===== config.mk =====
export PLATFORM = sky130hd
export DESIGN_NAME = decimal_text_to_fixed_point
export DESIGN_NICKNAME = d
export VERILOG_FILES = /design/src/hdl/dttfp_pkg.sv /design/src/hdl/decimal_text_to_fixed_point.sv /design/src/hdl/dttfp_ctrl.sv /design/src/hdl/dttfp_datapath.sv
export SDC_FILE = /design/constraint.sdc
export NUM_CORES = 1
export LEC_CHECK = 0
export CAP_MARGIN = 20
export CORE_MARGIN = 5
export CORE_UTILIZATION = 40
export DETAILED_ROUTE_END_ITERATION = 16
export DONT_BUFFER_PORTS = 1
export PLACE_DENSITY = 0.57
export SYNTH_ARGS = -nofsm -noshare
export SYNTH_HDL_FRONTEND = slang
export SYNTH_SLANG_ARGS = --single-unit

===== constraint.sdc =====
create_clock -name clk -period 9.3 [get_ports clk]
set_clock_uncertainty 0.15 [all_clocks]
set_input_delay 0 -clock clk [delete_from_list [all_inputs] [get_ports clk]]
set_output_delay 0 -clock clk [all_outputs]
set_load 0.02 [all_outputs]

===== src/hdl/dttfp_pkg.sv =====
package dttfp_pkg;

  localparam int CHAR_W         = 8;
  localparam int VALUE_W        = 64;
  localparam int MANT_W         = 64;
  localparam int DIGIT_W        = 4;
  localparam int COUNT_W        = 5;
  localparam int FRAC_BITS_DEF  = 32;
  localparam int MAX_DIGITS_DEF = 19;
  // 10^31 < 2^103
  localparam int POW_W          = 103;

  localparam logic [COUNT_W-1:0] AFTER_POINT_MAX = 5'd31;

  localparam logic [CHAR_W-1:0] CHAR_NUL   = 8'h00;
  localparam logic [CHAR_W-1:0] CHAR_TAB   = 8'd9;
  localparam logic [CHAR_W-1:0] CHAR_CR    = 8'd13;
  localparam logic [CHAR_W-1:0] CHAR_SPACE = 8'd32;
  localparam logic [CHAR_W-1:0] CHAR_PLUS  = 8'h2B;
  localparam logic [CHAR_W-1:0] CHAR_MINUS = 8'h2D;
  localparam logic [CHAR_W-1:0] CHAR_POINT = 8'h2E;
  localparam logic [CHAR_W-1:0] CHAR_ZERO  = 8'h30;
  localparam logic [CHAR_W-1:0] CHAR_NINE  = 8'h39;

  localparam logic [VALUE_W-1:0] SAT_POS = {1'b0, {(VALUE_W-1){1'b1}}};
  localparam logic [VALUE_W-1:0] SAT_NEG = {1'b1, {(VALUE_W-1){1'b0}}};

  typedef enum logic [1:0] {
    ST_IDLE,
    ST_DIVIDE,
    ST_ROUND,
    ST_EMIT
  } state_t;

  typedef struct packed {
    logic take_byte;
    logic start_div;
    logic div_step;
    logic round;
    logic emit;
  } dp_cmd_t;

  typedef struct packed {
    logic is_term;
    logic out_free;
  } dp_status_t;

  function automatic logic [POW_W-1:0] pow10(input logic [COUNT_W-1:0] n);
    logic [POW_W-1:0] p;
    unique case (n)
      5'd0:  p = 103'd1;
      5'd1:  p = 103'd10;
      5'd2:  p = 103'd100;
      5'd3:  p = 103'd1_000;
      5'd4:  p = 103'd10_000;
      5'd5:  p = 103'd100_000;
      5'd6:  p = 103'd1_000_000;
      5'd7:  p = 103'd10_000_000;
      5'd8:  p = 103'd100_000_000;
      5'd9:  p = 103'd1_000_000_000;
      5'd10: p = 103'd10_000_000_000;
      5'd11: p = 103'd100_000_000_000;
      5'd12: p = 103'd1_000_000_000_000;
      5'd13: p = 103'd10_000_000_000_000;
      5'd14: p = 103'd100_000_000_000_000;
      5'd15: p = 103'd1_000_000_000_000_000;
      5'd16: p = 103'd10_000_000_000_000_000;
      5'd17: p = 103'd100_000_000_000_000_000;
      5'd18: p = 103'd1_000_000_000_000_000_000;
      5'd19: p = 103'd10_000_000_000_000_000_000;
      5'd20: p = 103'd100_000_000_000_000_000_000;
      5'd21: p = 103'd1_000_000_000_000_000_000_000;
      5'd22: p = 103'd10_000_000_000_000_000_000_000;
      5'd23: p = 103'd100_000_000_000_000_000_000_000;
      5'd24: p = 103'd1_000_000_000_000_000_000_000_000;
      5'd25: p = 103'd10_000_000_000_000_000_000_000_000;
      5'd26: p = 103'd100_000_000_000_000_000_000_000_000;
      5'd27: p = 103'd1_000_000_000_000_000_000_000_000_000;
      5'd28: p = 103'd10_000_000_000_000_000_000_000_000_000;
      5'd29: p = 103'd100_000_000_000_000_000_000_000_000_000;
      5'd30: p = 103'd1_000_000_000_000_000_000_000_000_000_000;
      5'd31: p = 103'd10_000_000_000_000_000_000_000_000_000_000;
      default: p = 103'd1;
    endcase
    return p;
  endfunction

endpackage


===== src/hdl/decimal_text_to_fixed_point.sv =====
// Input: other bytes one beat per cycle while idle; a terminator holds the input
// through the one-bit-per-cycle restoring divider (65 + FRAC_BITS steps), the
// round state and the emit state, which waits for a free output register; the
// result then stands in the output register.
// Reset: rst_n synchronous, active low; clears the parser, controller and output valid.
module decimal_text_to_fixed_point
  import dttfp_pkg::*;
#(
  parameter int FRAC_BITS  = FRAC_BITS_DEF,
  parameter int MAX_DIGITS = MAX_DIGITS_DEF
) (
  input  logic                      clk,
  input  logic                      rst_n,
  // text in, one byte a beat
  input  logic                      in_tvalid,
  output logic                      in_tready,
  input  logic [CHAR_W-1:0]         in_tdata,   // [7:0] character
  // fixed-point result
  output logic                      out_tvalid,
  input  logic                      out_tready,
  output logic signed [VALUE_W-1:0] out_tdata,  // [63:0] result_value
  output logic                      out_tuser   // [0] overflow
);

  dp_cmd_t    cmd;
  dp_status_t status;

  // Controller: takes bytes while idle, then walks the divider, rounding
  // and emit steps for a terminator; emit waits for the output register.
  dttfp_ctrl #(
    .FRAC_BITS (FRAC_BITS)
  ) u_ctrl (
    .clk       (clk),
    .rst_n     (rst_n),
    .in_tvalid (in_tvalid),
    .in_tready (in_tready),
    .status    (status),
    .cmd       (cmd)
  );

  // Datapath: parser state, mantissa shift-add, power-of-ten table,
  // restoring divider for mantissa * 2^FRAC_BITS / 10^n with a half bit
  // for rounding, saturation, sign and the output register.
  dttfp_datapath #(
    .FRAC_BITS  (FRAC_BITS),
    .MAX_DIGITS (MAX_DIGITS)
  ) u_dp (
    .clk        (clk),
    .rst_n      (rst_n),
    .cmd        (cmd),
    .status     (status),
    .in_tdata   (in_tdata),
    .out_tvalid (out_tvalid),
    .out_tready (out_tready),
    .out_tdata  (out_tdata),
    .out_tuser  (out_tuser)
  );

endmodule


===== src/hdl/dttfp_ctrl.sv =====
module dttfp_ctrl
  import dttfp_pkg::*;
#(
  parameter int FRAC_BITS = FRAC_BITS_DEF
) (
  input  logic       clk,
  input  logic       rst_n,
  input  logic       in_tvalid,
  output logic       in_tready,
  input  dp_status_t status,
  output dp_cmd_t    cmd
);

  localparam int Q_W   = MANT_W + FRAC_BITS + 1;
  localparam int CNT_W = $clog2(Q_W);
  localparam logic [CNT_W-1:0] LAST_STEP = CNT_W'(Q_W - 1);

  state_t           state_r, state_nxt;
  logic [CNT_W-1:0] count_r, count_nxt;

  // next state
  always_comb begin
    state_nxt = state_r;
    count_nxt = count_r;
    unique case (state_r)
      ST_IDLE: begin
        count_nxt = '0;
        if (in_tvalid && status.is_term) begin
          state_nxt = ST_DIVIDE;
        end
      end
      ST_DIVIDE: begin
        count_nxt = count_r + CNT_W'(1);
        if (count_r == LAST_STEP) begin
          state_nxt = ST_ROUND;
        end
      end
      ST_ROUND: begin
        state_nxt = ST_EMIT;
      end
      ST_EMIT: begin
        if (status.out_free) begin
          state_nxt = ST_IDLE;
        end
      end
      default: state_nxt = ST_IDLE;
    endcase
  end

  // outputs
  always_comb begin
    cmd       = '0;
    in_tready = 1'b0;
    unique case (state_r)
      ST_IDLE: begin
        in_tready     = 1'b1;
        cmd.take_byte = in_tvalid;
        cmd.start_div = in_tvalid && status.is_term;
      end
      ST_DIVIDE: cmd.div_step = 1'b1;
      ST_ROUND:  cmd.round    = 1'b1;
      ST_EMIT:   cmd.emit     = status.out_free;
      default: begin
      end
    endcase
  end

  always_ff @(posedge clk) begin
    if (!rst_n) begin
      state_r <= ST_IDLE;
      count_r <= '0;
    end else begin
      state_r <= state_nxt;
      count_r <= count_nxt;
    end
  end

endmodule


===== src/hdl/dttfp_datapath.sv =====
module dttfp_datapath
  import dttfp_pkg::*;
#(
  parameter int FRAC_BITS  = FRAC_BITS_DEF,
  parameter int MAX_DIGITS = MAX_DIGITS_DEF
) (
  input  logic                      clk,
  input  logic                      rst_n,
  input  dp_cmd_t                   cmd,
  output dp_status_t                status,
  input  logic [CHAR_W-1:0]         in_tdata,
  output logic                      out_tvalid,
  input  logic                      out_tready,
  output logic signed [VALUE_W-1:0] out_tdata,
  output logic                      out_tuser
);

  localparam int Q_W = MANT_W + FRAC_BITS + 1;
  localparam logic [COUNT_W-1:0] DIGIT_LIMIT = COUNT_W'(MAX_DIGITS);

  // parse state
  logic               in_body_r, in_body_nxt;
  logic               neg_r, neg_nxt;
  logic [MANT_W-1:0]  mant_r, mant_nxt;
  logic [COUNT_W-1:0] sig_r, sig_nxt;
  logic               seen_r, seen_nxt;
  logic [COUNT_W-1:0] dap_r, dap_nxt;
  logic               drop_r, drop_nxt;

  // divider
  logic [POW_W-1:0]   pow_r, pow_nxt;
  logic [POW_W-1:0]   rem_r, rem_nxt;
  logic [Q_W-1:0]     quo_r, quo_nxt;
  logic [Q_W-1:0]     mag_r, mag_nxt;

  // result register
  logic               out_valid_r, out_valid_nxt;
  logic [VALUE_W-1:0] out_data_r, out_data_nxt;
  logic               out_ovf_r, out_ovf_nxt;

  logic [CHAR_W-1:0]  char_off;
  logic [DIGIT_W-1:0] digit;
  logic               is_ws, is_digit, is_sign;
  logic               leading_zero;
  logic [POW_W:0]     rem_sh;
  logic [POW_W:0]     rem_diff;
  logic               rem_ge;
  logic [Q_W-1:0]     limit_w;
  logic               sat;
  logic [VALUE_W-1:0] mag_v;

  assign char_off = in_tdata - CHAR_ZERO;
  assign digit    = char_off[DIGIT_W-1:0];
  assign is_ws    = (in_tdata >= CHAR_TAB && in_tdata <= CHAR_CR) || in_tdata == CHAR_SPACE;
  assign is_digit = in_tdata >= CHAR_ZERO && in_tdata <= CHAR_NINE;
  assign is_sign  = in_tdata == CHAR_PLUS || in_tdata == CHAR_MINUS;
  assign leading_zero = (mant_r == '0) && (digit == '0);

  assign status.is_term  = in_tdata == CHAR_NUL;
  assign status.out_free = !out_valid_r || out_tready;

  // one restoring step
  assign rem_sh   = {rem_r, quo_r[Q_W-1]};
  assign rem_diff = rem_sh - {1'b0, pow_r};
  assign rem_ge   = rem_sh >= {1'b0, pow_r};

  assign limit_w = Q_W'(neg_r ? SAT_NEG : SAT_POS);
  assign sat     = mag_r > limit_w;
  assign mag_v   = sat ? limit_w[VALUE_W-1:0] : mag_r[VALUE_W-1:0];

  always_comb begin
    in_body_nxt = in_body_r;
    neg_nxt     = neg_r;
    mant_nxt    = mant_r;
    sig_nxt     = sig_r;
    seen_nxt    = seen_r;
    dap_nxt     = dap_r;
    drop_nxt    = drop_r;

    if (cmd.take_byte && !status.is_term) begin
      if (in_body_r || !is_ws) begin
        in_body_nxt = 1'b1;
        if (!in_body_r && is_sign) begin
          neg_nxt = in_tdata == CHAR_MINUS;
        end else if (is_digit) begin
          if (!(seen_r && dap_r >= AFTER_POINT_MAX)) begin
            if (!leading_zero && sig_r >= DIGIT_LIMIT) begin
              // no room: an integer digit lost is an overflow
              if (!seen_r) begin
                drop_nxt = 1'b1;
              end
            end else begin
              if (!leading_zero) begin
                mant_nxt = (mant_r << 3) + (mant_r << 1) + MANT_W'(digit);
                sig_nxt  = sig_r + COUNT_W'(1);
              end
              if (seen_r) begin
                dap_nxt = dap_r + COUNT_W'(1);
              end
            end
          end
        end else if (in_tdata == CHAR_POINT) begin
          seen_nxt = 1'b1;
          dap_nxt  = '0;
        end
      end
    end

    if (cmd.emit) begin
      in_body_nxt = 1'b0;
      neg_nxt     = 1'b0;
      mant_nxt    = '0;
      sig_nxt     = '0;
      seen_nxt    = 1'b0;
      dap_nxt     = '0;
      drop_nxt    = 1'b0;
    end
  end

  always_comb begin
    pow_nxt = pow_r;
    rem_nxt = rem_r;
    quo_nxt = quo_r;
    mag_nxt = mag_r;
    if (cmd.start_div) begin
      pow_nxt = pow10(dap_r);
      rem_nxt = '0;
      quo_nxt = {mant_r, (FRAC_BITS + 1)'(0)};
    end else if (cmd.div_step) begin
      rem_nxt = rem_ge ? rem_diff[POW_W-1:0] : rem_sh[POW_W-1:0];
      quo_nxt = {quo_r[Q_W-2:0], rem_ge};
    end
    if (cmd.round) begin
      // lowest quotient bit is the half bit
      mag_nxt = (quo_r >> 1) + Q_W'(quo_r[0]);
    end
  end

  always_comb begin
    out_valid_nxt = out_valid_r;
    out_data_nxt  = out_data_r;
    out_ovf_nxt   = out_ovf_r;
    if (out_valid_r && out_tready) begin
      out_valid_nxt = 1'b0;
    end
    if (cmd.emit) begin
      out_valid_nxt = 1'b1;
      out_data_nxt  = neg_r ? (~mag_v + VALUE_W'(1)) : mag_v;
      out_ovf_nxt   = drop_r || sat;
    end
  end

  always_ff @(posedge clk) begin
    if (!rst_n) begin
      in_body_r   <= 1'b0;
      neg_r       <= 1'b0;
      mant_r      <= '0;
      sig_r       <= '0;
      seen_r      <= 1'b0;
      dap_r       <= '0;
      drop_r      <= 1'b0;
      out_valid_r <= 1'b0;
    end else begin
      in_body_r   <= in_body_nxt;
      neg_r       <= neg_nxt;
      mant_r      <= mant_nxt;
      sig_r       <= sig_nxt;
      seen_r      <= seen_nxt;
      dap_r       <= dap_nxt;
      drop_r      <= drop_nxt;
      out_valid_r <= out_valid_nxt;
    end
  end

  always_ff @(posedge clk) begin
    pow_r      <= pow_nxt;
    rem_r      <= rem_nxt;
    quo_r      <= quo_nxt;
    mag_r      <= mag_nxt;
    out_data_r <= out_data_nxt;
    out_ovf_r  <= out_ovf_nxt;
  end

  assign out_tvalid = out_valid_r;
  assign out_tdata  = out_data_r;
  assign out_tuser  = out_ovf_r;

endmodule


==> impl_results.md <==
* Yosys reg bits at 542
* Total Power at about 10 mW
* Crit path time final at ~6600 ps
* Area after DPL at 39,100 µm²
* Kind of start point of the critical path: register
* Main flop type after synthesis: edfxtp_1
* Post-Syn Nets at 4,894
* Yosys synthesis warning count at 0
* Gate power share at 0.425
* Total net switching power at 4.05 mW
* LEAKAGE at roughly 16 nW
* Run status: completed
* Setup_tns at 0 ps
* Yosys cell types at 87
* Path category of the worst min-delay check: input pin to register
* Adder-Cell Fraction of Synth Area at 0.105
* Global routing met2 resource utilization at 0.310
* Main combinational cell family by area after synthesis: compound AO/OA/AOI/OAI gates
* Final setup violation count at 0
* Xor/xnor cell area share of the yosys netlist at 0.0548
* DP HPWL at 78,700 µm
* Sw Share at 0.397
* Gr busiest metal: met1
* Post-Syn Area at approximately 38,000 µm²
* Total core area at around 95,000 µm²
* Most common library cell in the layout ignoring fill and taps: nand2_1
* H-tree levels at 3
* Residual DRC count at 0
* Chip Height at between 300 and 400 µm
* Count of antenna-violating nets left after detailed routing at 0
* Compound-Gate Fraction of Synth Area at 0.207
* Largest area contributor in the netlist: edfxtp_1
* Maximum frequency from static timing analysis at 150 MHz
* Post-cts repair resize count at 0
* Post-CTS setup buffer count at 0
* Routed wire length per instance at 19.1 µm
* Unrepaired setup endpoints after global routing: no
* Number of detailed-route iterations in the first pass at 6
* Number of global-route vias before repair at slightly above 30,000
* Number of DRC violations after detailed-routing iteration 0 at 2,860
* Clock Tree Buf Depth at 3
* Hold-fix buffers, CTS at 20
* CP endpoint kind: register
* Async set-or-reset flop fraction in the synthesized netlist at 0
* Total routed wirelength at 110,000 µm
* M1 GR Usage at 0.313
* Most used cells in the layout excluding fill and tap cells: nand2_1 (580), a21oi_1 (426), nor2_1 (392)
* Kind of critical path: register to register
* Portion of netlist area occupied by mux cells at 0.0164
* Clock network power share at 0.259
* Fraction of layout instances using a drive strength above 1 at 0.0413
* Routability-driven placement congestion ratio at slightly above 0.9
* Critical Path RT at 9470 ps
* Post-route core utilization at 0.437
* Antenna violations before repair at 3
* Area of the die at 102,000 µm²
* Die extent in x at 319 µm
* Post-Synth Simple-Gate Area at 0.206
* Clock sink total at 542
* Cell Rows at 113
* Vias at roughly 33,000
* Relative contribution of sequential cells to total power at 0.316
* Mean instance size in the synthesized netlist at roughly 8.4 µm²
* Power density over the cells at 246 nW/µm²
* Overall track demand over capacity in global routing at 0.207
* Cell types occupying the most area after synthesis: edfxtp_1 (25%), dfxtp_1 (12%), ha_1 (10%)
* Clock tree root buffer cell: clkbuf_16
* Clock transition at path regs at 60 ps
* Data arrival time of the critical path at 6810 ps
* Post-synth EDFFs at 318
* I/O Pins at slightly below 80
* Clock buffer count from CTS at 66
* Post-synthesis sequential area ratio at 0.368
* Clock tree from TritonCTS: built
* Port Buffers at 0
* Final cycle utilization of the critical path at 0.715
* Worst-margin pin slew at 1160 ps
* Worst skew pair latency at 630 ps
* Cell-internal power at 6.16 mW
* Pins over their slew limit at 0
* Critical path fanouts, max at 80
* Largest net degree at the start of global routing at 173
* FF+latch area at 14,000 µm²
* Mapped Cells at 4,565
* Final Net Count at ~4,800
* Layout-stage area growth over the synthesis result at 8.71%
* Average via count per standard cell at 5.80
* Final design instance area without fill at 41,500 µm²
* First-pass GRT wire length at between 150,000 and 200,000 µm
* Worst-case headroom to the max-slew limit at 0.220
* Met3 usage at 0.0303
* Final hold viol count at 0
* Max-cap violations at 0
* Fill cell instance count of the final layout at 9,483
* Fraction of synthesized cell area taken by the top area cell type at 0.250
* Max VDD drop at 0.214 mV
* Aggregate global routing overflow at 0
* Starting density of the core at 0.402
* Total area of multi-input combinational cells at around 23,000 µm²
cells in the mapped netlist (23+ instances only):
cell,count
o21ai_0,323
a31oi_1,68
nor4_1,56
nand4_1,114
xnor2_1,155
nor2b_1,24
and3_1,39
a21oi_1,426
clkbuf_1,230
nand2b_1,28
nor3_1,103
a211oi_1,91
or3_1,41
inv_1,174
nor2_1,393
nand2_1,582
nand3_1,180
o21a_1,23
a21o_1,121
mux2i_1,57
xor2_1,82
o211ai_1,45
o21bai_1,37
dfxtp_1,224
edfxtp_1,318
ha_1,314
final cells by class:
cell class	instances	share of cell area
clock inverters	34	0.00827
repair buffers	49	0.0104
multi-input cells	3590	0.544
inverters	176	0.0161
flip-flops and latches	542	0.339
clock buffers	88	0.0448
well taps	1265	0.0382
diodes	2	0.000121
per-stage QoR:
step	std cells	setup slack (ps)	hold slack (ps)
3_3_place_gp	5602	2820	-24.9
3_5_place_dp	5602	2690	-21.4
6_report	5746	2650	60.4
5_1_grt	5744	2260	65.3
2_1_floorplan	4565	2690	-32.3
4_1_cts	5744	2660	9.18
worst max-delay path: stages (launching register included):
cell and delay [ps]:
dfxtp_4 920, buf_4 510, ha_1 330, a21o_1 180, a21o_1 170, a21oi_1 150
o2111ai_1 110, a21oi_1 150, nand3_1 200, a22oi_2 200, buf_4 320, nor2_1 90
a21o_1 200, inv_1 50, ha_1 410, nand2_1 150, nor3_1 740, nand2_1 240
nor3_1 370, a21oi_1 290, o21ai_0 210, o311ai_0 150
power groups by stage:
| stage | Clock, mW | Sequential, mW | Combinational [mW] |
|---|---|---|---|
| 2_1_floorplan | 0 | 3.16 | 3.44 |
| 3_3_place_gp | 0 | 3.26 | 4.26 |
| 3_5_place_dp | 0 | 3.27 | 4.27 |
| 4_1_cts | 2.71 | 3.22 | 4.31 |
| 5_1_grt | 2.82 | 3.27 | 4.90 |
| 6_report | 2.65 | 3.22 | 4.34 |
kinds of logic after synthesis:
kind of cell,Yosys count
and+or+nand+nor,1673
AOI/OAI and AO/OA,1300
DFF,542
buffers and inverters,433
adders and majority gates,317
xor gates and xnor gates,238
muxes,62
sequential cells by signal (all words and copies together), names as in the netlist, 7 cells and up:
name and count:
u_dp.pow_r 92, u_ctrl.count_r 7, u_dp.mag_r 97, u_dp.rem_r 103
u_dp.mant_r 64, u_dp.out_tdata 64, u_dp.quo_r 97
layer usage:
layer,up-vias,wire (µm)
met5,-,23
met4,4,2460
met3,166,6240
met2,901,46500
met1,15767,54500
li1,16500,-
worst paths after layout:
check | start | to | slack, ps | cells past startpoint
worst max-delay path | u_dp.neg_r | u_dp.out_tdata[42] | 2650 | 21
worst min register to register | u_dp.sig_r[4] | u_dp.sig_r[4] | 330 | 2
worst max register to register | u_dp.neg_r | u_dp.out_tdata[42] | 2650 | 21
worst min-delay path | rst_n | u_ctrl.count_r[6] | 60 | 2
(Power assumes the default switching activity.)
